$ cat config.mk
export PLATFORM = sky130hd
export DESIGN_NAME = ustar_stream_deframer_core_flat
export DESIGN_NICKNAME = d
export VERILOG_FILES = /design/src/sv/usd_pkg.sv /design/src/sv/usd_req_if.sv /design/src/sv/usd_rsp_if.sv /design/src/sv/usd_size_parse.sv /design/src/sv/ustar_stream_deframer_core.sv /design/src/flat_wrapper.sv
export SDC_FILE = /design/constraint.sdc
export NUM_CORES = 1
export LEC_CHECK = 0
export BUFFER_PORTS_ARGS = -buffer_cell sky130_fd_sc_hd__buf_2
export CORE_ASPECT_RATIO = 2
export CORE_MARGIN = 4
export CORE_UTILIZATION = 54
export CTS_CLUSTER_DIAMETER = 40
export DETAILED_ROUTE_END_ITERATION = 6
export PLACE_DENSITY_LB_ADDON = 0.25
export SLEW_MARGIN = 20
export SYNTH_ARGS = -nofsm -noshare
export SYNTH_HDL_FRONTEND = slang
export SYNTH_SLANG_ARGS = --single-unit
$ cat constraint.sdc
create_clock -name clock -period 4.25 [get_ports clock]
set_clock_uncertainty 0.05 [all_clocks]
set_input_delay 0 -clock clock [delete_from_list [all_inputs] [get_ports clock]]
set_output_delay 0 -clock clock [all_outputs]
set_load 0.01 [all_outputs]
$ cat src/sv/usd_pkg.sv
// Shared types, codes and constants of the tar stream deframer.
`default_nettype none
package usd_pkg;

   localparam int BLOCK_BYTES      = 512;
   localparam int SIZE_FIELD_CHARS = 12;
   localparam int SIZE_BITS        = 36;

   localparam logic [8:0] BLOCK_LAST = 9'(BLOCK_BYTES - 1);
   localparam logic [8:0] SIZE_FIRST = 9'd124;
   localparam logic [8:0] SIZE_END   = 9'(124 + SIZE_FIELD_CHARS);
   localparam logic [8:0] TYPE_OFS   = 9'd156;

   localparam logic [7:0] CHAR_NUL   = 8'h00;
   localparam logic [7:0] CHAR_SPACE = 8'h20;
   localparam logic [7:0] CHAR_ZERO  = 8'h30;
   localparam logic [7:0] CHAR_SEVEN = 8'h37;
   localparam logic [7:0] CHAR_DIR   = 8'h35;

   localparam logic [2:0] ROLE_HEADER  = 3'd0;
   localparam logic [2:0] ROLE_DATA    = 3'd1;
   localparam logic [2:0] ROLE_SKIP    = 3'd2;
   localparam logic [2:0] ROLE_PAD     = 3'd3;
   localparam logic [2:0] ROLE_IGNORED = 3'd4;

   localparam logic [1:0] KIND_FILE  = 2'd0;
   localparam logic [1:0] KIND_DIR   = 2'd1;
   localparam logic [1:0] KIND_OTHER = 2'd2;

   localparam logic [1:0] STATUS_OK    = 2'd0;
   localparam logic [1:0] STATUS_SIZE  = 2'd1;
   localparam logic [1:0] STATUS_TRUNC = 2'd2;

   typedef enum logic [2:0] {
      PH_HEADER = 3'd0,
      PH_BODY   = 3'd1,
      PH_PAD    = 3'd2,
      PH_END    = 3'd3,
      PH_ERROR  = 3'd4
   } phase_type;

   typedef struct packed {
      logic [SIZE_BITS-1:0] value;
      logic                 digit_seen;
      logic                 bad;
   } size_state_type;

   typedef struct packed {
      logic [7:0]           byte_value;
      logic [2:0]           byte_role;
      logic                 entry_valid;
      logic [1:0]           entry_kind;
      logic [7:0]           entry_type_char;
      logic [SIZE_BITS-1:0] entry_size;
      logic                 data_last;
      logic                 archive_end;
      logic [1:0]           status;
      logic [15:0]          entries_seen;
   } rsp_type;

endpackage
`default_nettype wire

$ cat src/sv/usd_req_if.sv
// Input channel carrying one archive word per handshake.
`default_nettype none
interface usd_req_if;
   logic       valid;
   logic       ready;
   logic [7:0] archive_byte;
   logic       final_byte;

   modport source (output valid, output archive_byte, output final_byte, input ready);
   modport sink (input valid, input archive_byte, input final_byte, output ready);
endinterface
`default_nettype wire

$ cat src/sv/usd_rsp_if.sv
// Result channel carrying one tagged word per handshake.
`default_nettype none
interface usd_rsp_if;
   logic        valid;
   logic        ready;
   logic [7:0]  byte_value;
   logic [2:0]  byte_role;
   logic        entry_valid;
   logic [1:0]  entry_kind;
   logic [7:0]  entry_type_char;
   logic [35:0] entry_size;
   logic        data_last;
   logic        archive_end;
   logic [1:0]  status;
   logic [15:0] entries_seen;

   modport source (output valid, output byte_value, output byte_role, output entry_valid,
                   output entry_kind, output entry_type_char, output entry_size,
                   output data_last, output archive_end, output status,
                   output entries_seen, input ready);
   modport sink (input valid, input byte_value, input byte_role, input entry_valid,
                 input entry_kind, input entry_type_char, input entry_size,
                 input data_last, input archive_end, input status,
                 input entries_seen, output ready);
endinterface
`default_nettype wire

$ cat src/sv/usd_size_parse.sv
// Octal size field parser with shift-add accumulator.
`default_nettype none
module usd_size_parse (
   input  wire logic                  clock,
   input  wire logic                  reset,
   input  wire logic                  clear,
   input  wire logic                  load,
   input  wire logic [7:0]            char_in,
   output usd_pkg::size_state_type    size_out
);

   logic [usd_pkg::SIZE_BITS-1:0] acc_ff, acc_in;
   logic                          digit_ff, digit_in;
   logic                          done_ff, done_in;
   logic                          bad_ff, bad_in;

   always_comb begin
      acc_in   = acc_ff;
      digit_in = digit_ff;
      done_in  = done_ff;
      bad_in   = bad_ff;
      priority if (clear) begin
         acc_in   = '0;
         digit_in = 1'b0;
         done_in  = 1'b0;
         bad_in   = 1'b0;
      end else if (load && !done_ff) begin
         priority if (char_in == usd_pkg::CHAR_NUL || char_in == usd_pkg::CHAR_SPACE) begin
            if (digit_ff) begin
               done_in = 1'b1;
            end
         end else if (char_in < usd_pkg::CHAR_ZERO || char_in > usd_pkg::CHAR_SEVEN) begin
            bad_in  = 1'b1;
            done_in = 1'b1;
         end else if (acc_ff[usd_pkg::SIZE_BITS-1:usd_pkg::SIZE_BITS-3] != 3'd0) begin
            bad_in  = 1'b1;
            done_in = 1'b1;
         end else begin
            acc_in   = {acc_ff[usd_pkg::SIZE_BITS-4:0], char_in[2:0]};
            digit_in = 1'b1;
         end
      end
   end

   always_ff @(posedge clock) begin
      if (reset) begin
         acc_ff   <= '0;
         digit_ff <= 1'b0;
         done_ff  <= 1'b0;
         bad_ff   <= 1'b0;
      end else begin
         acc_ff   <= acc_in;
         digit_ff <= digit_in;
         done_ff  <= done_in;
         bad_ff   <= bad_in;
      end
   end

   assign size_out.value      = acc_ff;
   assign size_out.digit_seen = digit_ff;
   assign size_out.bad        = bad_ff;

endmodule
`default_nettype wire

$ cat src/sv/ustar_stream_deframer_core.sv
// Top level of the tar stream deframer: input register, block parser, result register.
//
//   channel  | direction | contents
//   req_ch   | in        | archive_byte, final_byte
//   rsp_ch   | out       | tagged word with entry, end and status fields
//   csr_*    | in        | extract_enable write
//
// One word enters per cycle unless rsp_ch stalls, and its result is registered.
// The parse state updates as a word moves from the input register to the result register.
// A stalled result register holds the input register, and input stalls once both are full.
// Synchronous reset clears all control and parse state; extract mode resets to listing.
`default_nettype none
module ustar_stream_deframer_core #(
   parameter int COUNT_BITS = 16
) (
   input  wire logic  clock,
   input  wire logic  reset,
   usd_req_if.sink    req_ch,
   usd_rsp_if.source  rsp_ch,
   input  wire logic  csr_write_enable,
   input  wire logic  csr_write_data
);

   logic                          in_valid_ff, in_valid_in;
   logic [7:0]                    in_byte_ff;
   logic                          in_final_ff;
   logic                          out_valid_ff, out_valid_in;
   usd_pkg::rsp_type              out_ff, rsp_in;
   logic                          extract_ff;
   logic                          advance;
   logic                          req_take;

   usd_pkg::phase_type            phase_ff, phase_in;
   logic [8:0]                    offset_ff, offset_in;
   logic                          all_zero_ff, all_zero_in;
   logic [1:0]                    run_ff, run_in;
   logic [7:0]                    type_ff, type_in;
   logic [usd_pkg::SIZE_BITS-1:0] body_ff, body_in, body_dec;
   logic [8:0]                    pad_ff, pad_in;
   logic                          is_file_ff, is_file_in;
   logic [COUNT_BITS-1:0]         count_ff, count_in;
   logic [1:0]                    err_ff, err_in;
   logic [31:0]                   count_wide;

   logic                          size_clear, size_load;
   usd_pkg::size_state_type       size_cur;

   assign advance  = in_valid_ff && (!out_valid_ff || rsp_ch.ready);
   assign req_ch.ready = !in_valid_ff || advance;
   assign req_take = req_ch.valid && req_ch.ready;
   assign in_valid_in  = req_take || (in_valid_ff && !advance);
   assign out_valid_in = advance || (out_valid_ff && !rsp_ch.ready);

   usd_size_parse u_size (
      .clock    (clock),
      .reset    (reset),
      .clear    (size_clear && advance),
      .load     (size_load && advance),
      .char_in  (in_byte_ff),
      .size_out (size_cur)
   );

   assign body_dec   = body_ff - usd_pkg::SIZE_BITS'(body_ff != '0);
   assign count_wide = 32'(count_in);

   always_comb begin
      logic                          fin;
      logic [7:0]                    tf;
      logic [1:0]                    kind;
      phase_in    = phase_ff;
      offset_in   = offset_ff;
      all_zero_in = all_zero_ff;
      run_in      = run_ff;
      type_in     = type_ff;
      body_in     = body_ff;
      pad_in      = pad_ff;
      is_file_in  = is_file_ff;
      count_in    = count_ff;
      err_in      = err_ff;
      size_clear  = 1'b0;
      size_load   = 1'b0;
      fin         = in_final_ff;
      tf          = (type_ff == usd_pkg::CHAR_NUL) ? usd_pkg::CHAR_ZERO : type_ff;
      kind        = (tf == usd_pkg::CHAR_ZERO) ? usd_pkg::KIND_FILE :
                    (tf == usd_pkg::CHAR_DIR) ? usd_pkg::KIND_DIR : usd_pkg::KIND_OTHER;
      rsp_in      = '0;
      rsp_in.byte_value = in_byte_ff;
      rsp_in.byte_role  = usd_pkg::ROLE_IGNORED;
      unique case (phase_ff)
         usd_pkg::PH_HEADER: begin
            rsp_in.byte_role = usd_pkg::ROLE_HEADER;
            if (in_byte_ff != usd_pkg::CHAR_NUL) begin
               all_zero_in = 1'b0;
            end
            size_load = (offset_ff >= usd_pkg::SIZE_FIRST) && (offset_ff < usd_pkg::SIZE_END);
            if (offset_ff == usd_pkg::TYPE_OFS) begin
               type_in = in_byte_ff;
            end
            if (offset_ff == usd_pkg::BLOCK_LAST) begin
               offset_in  = '0;
               size_clear = 1'b1;
               type_in    = usd_pkg::CHAR_NUL;
               priority if (all_zero_in) begin
                  run_in = run_ff + 2'd1;
                  if (run_in >= 2'd2) begin
                     rsp_in.archive_end = 1'b1;
                     phase_in = usd_pkg::PH_END;
                  end
               end else if (size_cur.bad || !size_cur.digit_seen) begin
                  run_in   = 2'd0;
                  err_in   = usd_pkg::STATUS_SIZE;
                  phase_in = usd_pkg::PH_ERROR;
               end else begin
                  run_in = 2'd0;
                  rsp_in.entry_valid     = 1'b1;
                  rsp_in.entry_type_char = tf;
                  rsp_in.entry_size      = size_cur.value;
                  rsp_in.entry_kind      = kind;
                  if (kind != usd_pkg::KIND_OTHER && count_ff != '1) begin
                     count_in = count_ff + COUNT_BITS'(1);
                  end
                  if (kind != usd_pkg::KIND_DIR && size_cur.value != '0) begin
                     body_in    = size_cur.value;
                     pad_in     = 9'd0 - size_cur.value[8:0];
                     is_file_in = (kind == usd_pkg::KIND_FILE);
                     phase_in   = usd_pkg::PH_BODY;
                  end
               end
               all_zero_in = 1'b1;
            end else begin
               offset_in = offset_ff + 9'd1;
            end
         end
         usd_pkg::PH_BODY: begin
            rsp_in.byte_role = (is_file_ff && extract_ff) ? usd_pkg::ROLE_DATA
                                                          : usd_pkg::ROLE_SKIP;
            body_in = body_dec;
            if (body_dec == '0) begin
               rsp_in.data_last = is_file_ff;
               phase_in = (pad_ff != '0) ? usd_pkg::PH_PAD : usd_pkg::PH_HEADER;
            end
         end
         usd_pkg::PH_PAD: begin
            rsp_in.byte_role = usd_pkg::ROLE_PAD;
            pad_in = pad_ff - 9'(pad_ff != '0);
            if (pad_in == '0) begin
               phase_in = usd_pkg::PH_HEADER;
            end
         end
         default: begin
            fin = 1'b0;
         end
      endcase
      if (fin && phase_in != usd_pkg::PH_END && phase_in != usd_pkg::PH_ERROR) begin
         err_in   = usd_pkg::STATUS_TRUNC;
         phase_in = usd_pkg::PH_ERROR;
      end
      rsp_in.status       = err_in;
      rsp_in.entries_seen = count_wide[15:0];
   end

   always_ff @(posedge clock) begin
      if (reset) begin
         phase_ff <= usd_pkg::PH_HEADER;
      end else if (advance) begin
         phase_ff <= phase_in;
      end
   end

   always_ff @(posedge clock) begin
      if (reset) begin
         in_valid_ff  <= 1'b0;
         out_valid_ff <= 1'b0;
         extract_ff   <= 1'b0;
         offset_ff    <= '0;
         all_zero_ff  <= 1'b1;
         run_ff       <= '0;
         type_ff      <= '0;
         body_ff      <= '0;
         pad_ff       <= '0;
         is_file_ff   <= 1'b0;
         count_ff     <= '0;
         err_ff       <= usd_pkg::STATUS_OK;
      end else begin
         in_valid_ff  <= in_valid_in;
         out_valid_ff <= out_valid_in;
         if (csr_write_enable) begin
            extract_ff <= csr_write_data;
         end
         if (advance) begin
            offset_ff   <= offset_in;
            all_zero_ff <= all_zero_in;
            run_ff      <= run_in;
            type_ff     <= type_in;
            body_ff     <= body_in;
            pad_ff      <= pad_in;
            is_file_ff  <= is_file_in;
            count_ff    <= count_in;
            err_ff      <= err_in;
         end
      end
   end

   always_ff @(posedge clock) begin
      if (req_take) begin
         in_byte_ff  <= req_ch.archive_byte;
         in_final_ff <= req_ch.final_byte;
      end
      if (advance) begin
         out_ff <= rsp_in;
      end
   end

   assign rsp_ch.valid           = out_valid_ff;
   assign rsp_ch.byte_value      = out_ff.byte_value;
   assign rsp_ch.byte_role       = out_ff.byte_role;
   assign rsp_ch.entry_valid     = out_ff.entry_valid;
   assign rsp_ch.entry_kind      = out_ff.entry_kind;
   assign rsp_ch.entry_type_char = out_ff.entry_type_char;
   assign rsp_ch.entry_size      = out_ff.entry_size;
   assign rsp_ch.data_last       = out_ff.data_last;
   assign rsp_ch.archive_end     = out_ff.archive_end;
   assign rsp_ch.status          = out_ff.status;
   assign rsp_ch.entries_seen    = out_ff.entries_seen;

   a_end_sticky: assert property (@(posedge clock) disable iff (reset)
      (phase_ff == usd_pkg::PH_END) |=> (phase_ff == usd_pkg::PH_END))
      else $error("end phase left without reset");

   a_error_sticky: assert property (@(posedge clock) disable iff (reset)
      (phase_ff == usd_pkg::PH_ERROR) |=> (phase_ff == usd_pkg::PH_ERROR) && $stable(err_ff))
      else $error("error phase or status changed without reset");

   a_hold_input: assert property (@(posedge clock) disable iff (reset)
      (in_valid_ff && !advance) |=> (in_valid_ff && $stable(in_byte_ff)
                                     && $stable(in_final_ff)))
      else $error("stalled input word was lost or changed");

   a_data_mode: assert property (@(posedge clock) disable iff (reset)
      (advance && rsp_in.byte_role == usd_pkg::ROLE_DATA) |-> (extract_ff && is_file_ff))
      else $error("data word delivered outside extract mode");

endmodule
`default_nettype wire
$ cat src/flat_wrapper.sv
// flat-port wrapper written by rule: the top's interface ports become plain ports
module ustar_stream_deframer_core_flat 
#(
   parameter int COUNT_BITS = 16
)
  (clock, reset, csr_write_enable, csr_write_data, req_ch_valid, req_ch_archive_byte, req_ch_final_byte, req_ch_ready, rsp_ch_valid, rsp_ch_byte_value, rsp_ch_byte_role, rsp_ch_entry_valid, rsp_ch_entry_kind, rsp_ch_entry_type_char, rsp_ch_entry_size, rsp_ch_data_last, rsp_ch_archive_end, rsp_ch_status, rsp_ch_entries_seen, rsp_ch_ready);
  usd_req_if req_ch_i ();
  usd_rsp_if rsp_ch_i ();
  input  wire logic clock;
  input  wire logic reset;
  input  wire logic csr_write_enable;
  input  wire logic csr_write_data;
  input wire logic [$bits(req_ch_i.valid)-1:0] req_ch_valid;
  input wire logic [$bits(req_ch_i.archive_byte)-1:0] req_ch_archive_byte;
  input wire logic [$bits(req_ch_i.final_byte)-1:0] req_ch_final_byte;
  output wire logic [$bits(req_ch_i.ready)-1:0] req_ch_ready;
  output wire logic [$bits(rsp_ch_i.valid)-1:0] rsp_ch_valid;
  output wire logic [$bits(rsp_ch_i.byte_value)-1:0] rsp_ch_byte_value;
  output wire logic [$bits(rsp_ch_i.byte_role)-1:0] rsp_ch_byte_role;
  output wire logic [$bits(rsp_ch_i.entry_valid)-1:0] rsp_ch_entry_valid;
  output wire logic [$bits(rsp_ch_i.entry_kind)-1:0] rsp_ch_entry_kind;
  output wire logic [$bits(rsp_ch_i.entry_type_char)-1:0] rsp_ch_entry_type_char;
  output wire logic [$bits(rsp_ch_i.entry_size)-1:0] rsp_ch_entry_size;
  output wire logic [$bits(rsp_ch_i.data_last)-1:0] rsp_ch_data_last;
  output wire logic [$bits(rsp_ch_i.archive_end)-1:0] rsp_ch_archive_end;
  output wire logic [$bits(rsp_ch_i.status)-1:0] rsp_ch_status;
  output wire logic [$bits(rsp_ch_i.entries_seen)-1:0] rsp_ch_entries_seen;
  input wire logic [$bits(rsp_ch_i.ready)-1:0] rsp_ch_ready;
  assign req_ch_i.valid = req_ch_valid;
  assign req_ch_i.archive_byte = req_ch_archive_byte;
  assign req_ch_i.final_byte = req_ch_final_byte;
  assign req_ch_ready = req_ch_i.ready;
  assign rsp_ch_valid = rsp_ch_i.valid;
  assign rsp_ch_byte_value = rsp_ch_i.byte_value;
  assign rsp_ch_byte_role = rsp_ch_i.byte_role;
  assign rsp_ch_entry_valid = rsp_ch_i.entry_valid;
  assign rsp_ch_entry_kind = rsp_ch_i.entry_kind;
  assign rsp_ch_entry_type_char = rsp_ch_i.entry_type_char;
  assign rsp_ch_entry_size = rsp_ch_i.entry_size;
  assign rsp_ch_data_last = rsp_ch_i.data_last;
  assign rsp_ch_archive_end = rsp_ch_i.archive_end;
  assign rsp_ch_status = rsp_ch_i.status;
  assign rsp_ch_entries_seen = rsp_ch_i.entries_seen;
  assign rsp_ch_i.ready = rsp_ch_ready;
  ustar_stream_deframer_core #(.COUNT_BITS(COUNT_BITS)) u_core (.clock(clock), .reset(reset), .req_ch(req_ch_i), .rsp_ch(rsp_ch_i), .csr_write_enable(csr_write_enable), .csr_write_data(csr_write_data));
endmodule
==> key figures <==
Status
  • Status: finished, violations left
  • Violations in the final reports: design-rule violations

Clock network
  • Clock tree buffer depth: 3
  • TritonCTS clock tree: built
  • H-tree levels: 1
  • CTS Root Cell: clkbuf_16
  • Worst-path clk slew: 0.07 ns
  • Sink Count: 216
  • Number of buffers created by CTS: 21
  • Clk_lat worst skew: 0.52 ns

Detailed routing
  • Routed vias/inst: 5.99
  • Via Count: approximately 9400
  • Drt drc: 2
  • Average wire per standard cell: 19.4 um
  • Total wire length: 30500 um
  • Post-DRT Antenna Nets: 0
  • Drt first pass iters: 7
  • Initial DRC Count: 575

Pwr
  • Seq pwr share: between 50% and 60%
  • Power Internal: approximately 3.4 mW
  • Maximum vdd ir drop: 0.320 mV
  • Psw: 935 uW
  • Clock Power Share: between 40% and 50%
  • Sw frac: 21.8%
  • Pwr dens: 344 nW/um^2
  • Lkg Pwr: 4.54 nW
  • Comb power frac: 3.5%

Global route
  • Met1 Usage GRT: 26.8%
  • Routing usage on met2: 53.3%
  • Antenna violations before repair: 0
  • Largest net degree at the start of global routing: 57
  • Total GRT Usage: between 20% and 30%
  • Final global-route overflow total: 0
  • Busiest layer in global routing: met2
  • Number of global-route vias before repair: 9238
  • Global-route wire length before repair: a little under 50000 um
  • M3 GR Usage: 2.97%

Placement
  • DP Area: 11500 sq um
  • Post-Place Setup Slack: -0.0253 ns
  • Port bufs: 94
  • Placer Congestion: 1.01
  • DPL Wire Length: 21700 um

Logic synthesis
  • Netlist cell types: 79
  • Post-synthesis mux area share: 0.979%
  • Asr flop ratio synth: 0%
  • Mapped Cells: around 1200
  • Syn avg cell area: approximately 8.9 sq um
  • Synth warn: 0
  • Yosys reg bits: approximately 220
  • Synth Area in Compound Gates: 14.0%
  • Synth Area in XOR/XNOR: 4.54%
  • Ys flop type: dfxtp_1
  • Simple-Gate Fraction of Synth Area: 26.8%
  • Syn Std Cell Area: between 10000 and 15000 sq um
  • Syn Nets: 1214
  • EDFF count, synth: 87
  • Post-Synth Adder-Cell Area: 1.06%
  • Largest family of logic cells by synthesized area: simple AND/OR/NAND/NOR gates
  • Seq/Total Area, Yosys: around 49%

Floorplanning
  • I/O pin count: 95
  • Initial core utilization: 54.8%
  • Core region area: around 19000 sq um
  • Die Ht: approximately 210 um
  • Row cnt: 72
  • Full die area: 22100 sq um
  • Die width: 107 um

Setup path
  • Cell Chain, Critical Path: nor4_4 > nand4_1 > or3_4 > or4_4 > ha_4 > ha_2 > nor3b_1 > buf_4 > nand4_2 > nor2_2 > mux2_2 > or3_4 > or3b_1 > nor4_1
  • Worst Path Max Fanout: 4
  • CP max stage delay: 0.54 ns
  • Worst Path Required: 4.53 ns
  • Crit path DAT: 4.46 ns
  • Crit path kind: reg2reg
  • CP dominant cell by count: or3_4
  • Worst setup SP type: register
  • Buf/Inv on CP: 1
  • Worst setup EP type: register
  • CP top delay family: simple AND/OR/NAND/NOR gates
  • Max stage delay cell, worst path: or4_4

Cells and area
  • Area Growth Syn to Fin: 17.6%
  • Register area: 5190 sq um
  • Antenna cells: 0
  • Final Instance Area: 12500 sq um
  • Share of cells above drive strength 1: between 15 and 20%
  • Layout Nets: 1325
  • Fillers: 1610
  • Multi-input logic area: 5150 sq um

Min path
  • Path category of the worst min-delay check: in2reg

STA
  • Worst-margin pin slew: 0.981 ns
  • Final Cycle Share: a little under 100%
  • Final hold vios: 0
  • Hold slack: 0.0167 ns
  • Final max-slew violation count: 0
  • Final setup fails: 0
  • Slew headroom: 34.3%
  • Max Freq: 0.240 GHz
  • Crit path time final: 4.17 ns
  • RSZ-0062 raised after global routing: true
  • Final worst slack: 0.0760 ns

Run
  • Max-Cap Viols: 0
==> final timing paths <==
path                                         from                               endpoint  slack (ns)  depth (start not counted)
setup / recovery  u_core.body_ff[27]$_SDFFE_PP0P_  u_core.rsp_ch.data_last$_SDFFCE_PN0P_        0.08                         14
setup reg to reg  u_core.body_ff[27]$_SDFFE_PP0P_  u_core.rsp_ch.data_last$_SDFFCE_PN0P_        0.08                         14
hold reg to reg    u_core.type_ff[3]$_SDFFE_PP0P_         u_core.type_ff[3]$_SDFFE_PP0P_        0.42                          2
hold / removal                              reset          u_core.pad_ff[6]$_SDFFE_PP0P_        0.02                          2
==> flip-flops by register name (all words and copies together) (netlist names), 3 cells and up <==
| name | flops |
|---|---|
| u_core.body_ff | 36 |
| u_core.offset_ff | 9 |
| u_core.type_ff | 8 |
| u_core.rsp_ch.entry_size | 36 |
| u_core.rsp_ch.byte_value | 8 |
| u_core.pad_ff | 9 |
| u_core.rsp_ch.entries_seen | 16 |
| u_core.u_size.acc_ff | 36 |
| u_core.phase_ff | 3 |
| u_core.rsp_ch.entry_type_char | 8 |
| u_core.rsp_ch.byte_role | 3 |
| u_core.count_ff | 16 |
| u_core.in_byte_ff | 8 |
==> layout make-up <==
class	count	share of cell area (%)
sequential	216	41.6
multi-input combinational	881	41.3
timing repair buffer	163	8.30
clock buffer	30	4.72
tap	259	2.60
clock inverter	8	0.932
inverter	18	0.551
==> stage by stage <==
stage | cells | power (mW) | util [%] | TNS (ns)
3_5_place_dp | 1521 | 2.40 | 59.5 | -0.0253
2_1_floorplan | 1190 | 2.34 | - | 0
3_3_place_gp | 1521 | 2.40 | 59.5 | 0
5_1_grt | 1575 | 4.41 | 64.4 | -0.0469
6_report | 1575 | 4.29 | 64.4 | 0
4_1_cts | 1573 | 4.32 | 63.9 | 0
==> cells by family (layout without fill, tap and decap cells) <==
family	Yosys count	after routing
AOI/OAI and AO/OA	250	250
adders and majority gates	9	9
and+or+nand+nor	558	558
buffers and inverters	93	219
DFF	216	216
muxes	9	9
xor gates and xnor gates	55	55
==> synthesized netlist by cell type, types with 8 or more instances <==
master | number | share of area [%]
nand2_1 | 168 | 5.9
nor2_1 | 138 | 4.9
dfxtp_1 | 129 | 24
a21oi_1 | 107 | 5.0
edfxtp_1 | 87 | 25
clkbuf_1 | 63 | 2.2
o21ai_0 | 60 | 2.8
and2_1 | 49 | 2.9
nand3_1 | 33 | 1.6
nand4_1 | 32 | 1.9
nor4_1 | 28 | 1.7
xnor2_1 | 28 | 2.3
nor3_1 | 27 | 1.3
xor2_1 | 27 | 2.2
a22oi_1 | 17 | 1.2
inv_1 | 17 | 0.60
o31ai_1 | 13 | 0.92
nor3b_1 | 10 | 0.71
a211oi_1 | 9 | 0.64
ha_1 | 9 | 1.1
and3_1 | 8 | 0.47
or3_1 | 8 | 0.47
==> routing by layer <==
| metal | routed length (um) | up-vias |
|---|---|---|
| met5 | 0 | - |
| met4 | 2330 | 0 |
| met3 | 1330 | 118 |
| met2 | 16800 | 346 |
| met1 | 10100 | 4497 |
| li1 | - | 4475 |
==> power by group through the flow <==
| stage | clock [mW] | sequential (mW) | combinational (mW) |
|---|---|---|---|
| final | 1.92 | 2.22 | 0.148 |
| after global placement | 0 | 2.27 | 0.137 |
| after floorplan | 0 | 2.29 | 0.0547 |
| after global routing | 2.03 | 2.22 | 0.161 |
| after detailed placement | 0 | 2.27 | 0.138 |
| after CTS | 1.95 | 2.22 | 0.149 |
==> layout by cell type (no fill, tap or decap), drive strengths merged, types with 14 or more instances in the layout <==
master       synthesis  layout
a21oi              107     107
buf                 11     149
xor2                27      27
xnor2               28      28
dfxtp              129     129
inv                 17      19
a22oi               17      17
o21ai               62      62
nor2               139     139
dlygate4sd3          0      14
edfxtp              87      87
nor3                28      28
nor4                37      37
nand2              168     168
clkbuf              64      30
nand3               34      34
nand4               33      33
and2                49      49
==> what timing repair did <==
item / CTS / global route
pin swaps: 0 / 3
resized for setup: 1 / 15
hold buffers: 14 / 0
hold endpoints to repair: 12 / 0
setup endpoints to repair: 1 / 3
buffers inserted: 0 / 2
Power figures use the tool's default switching activity.
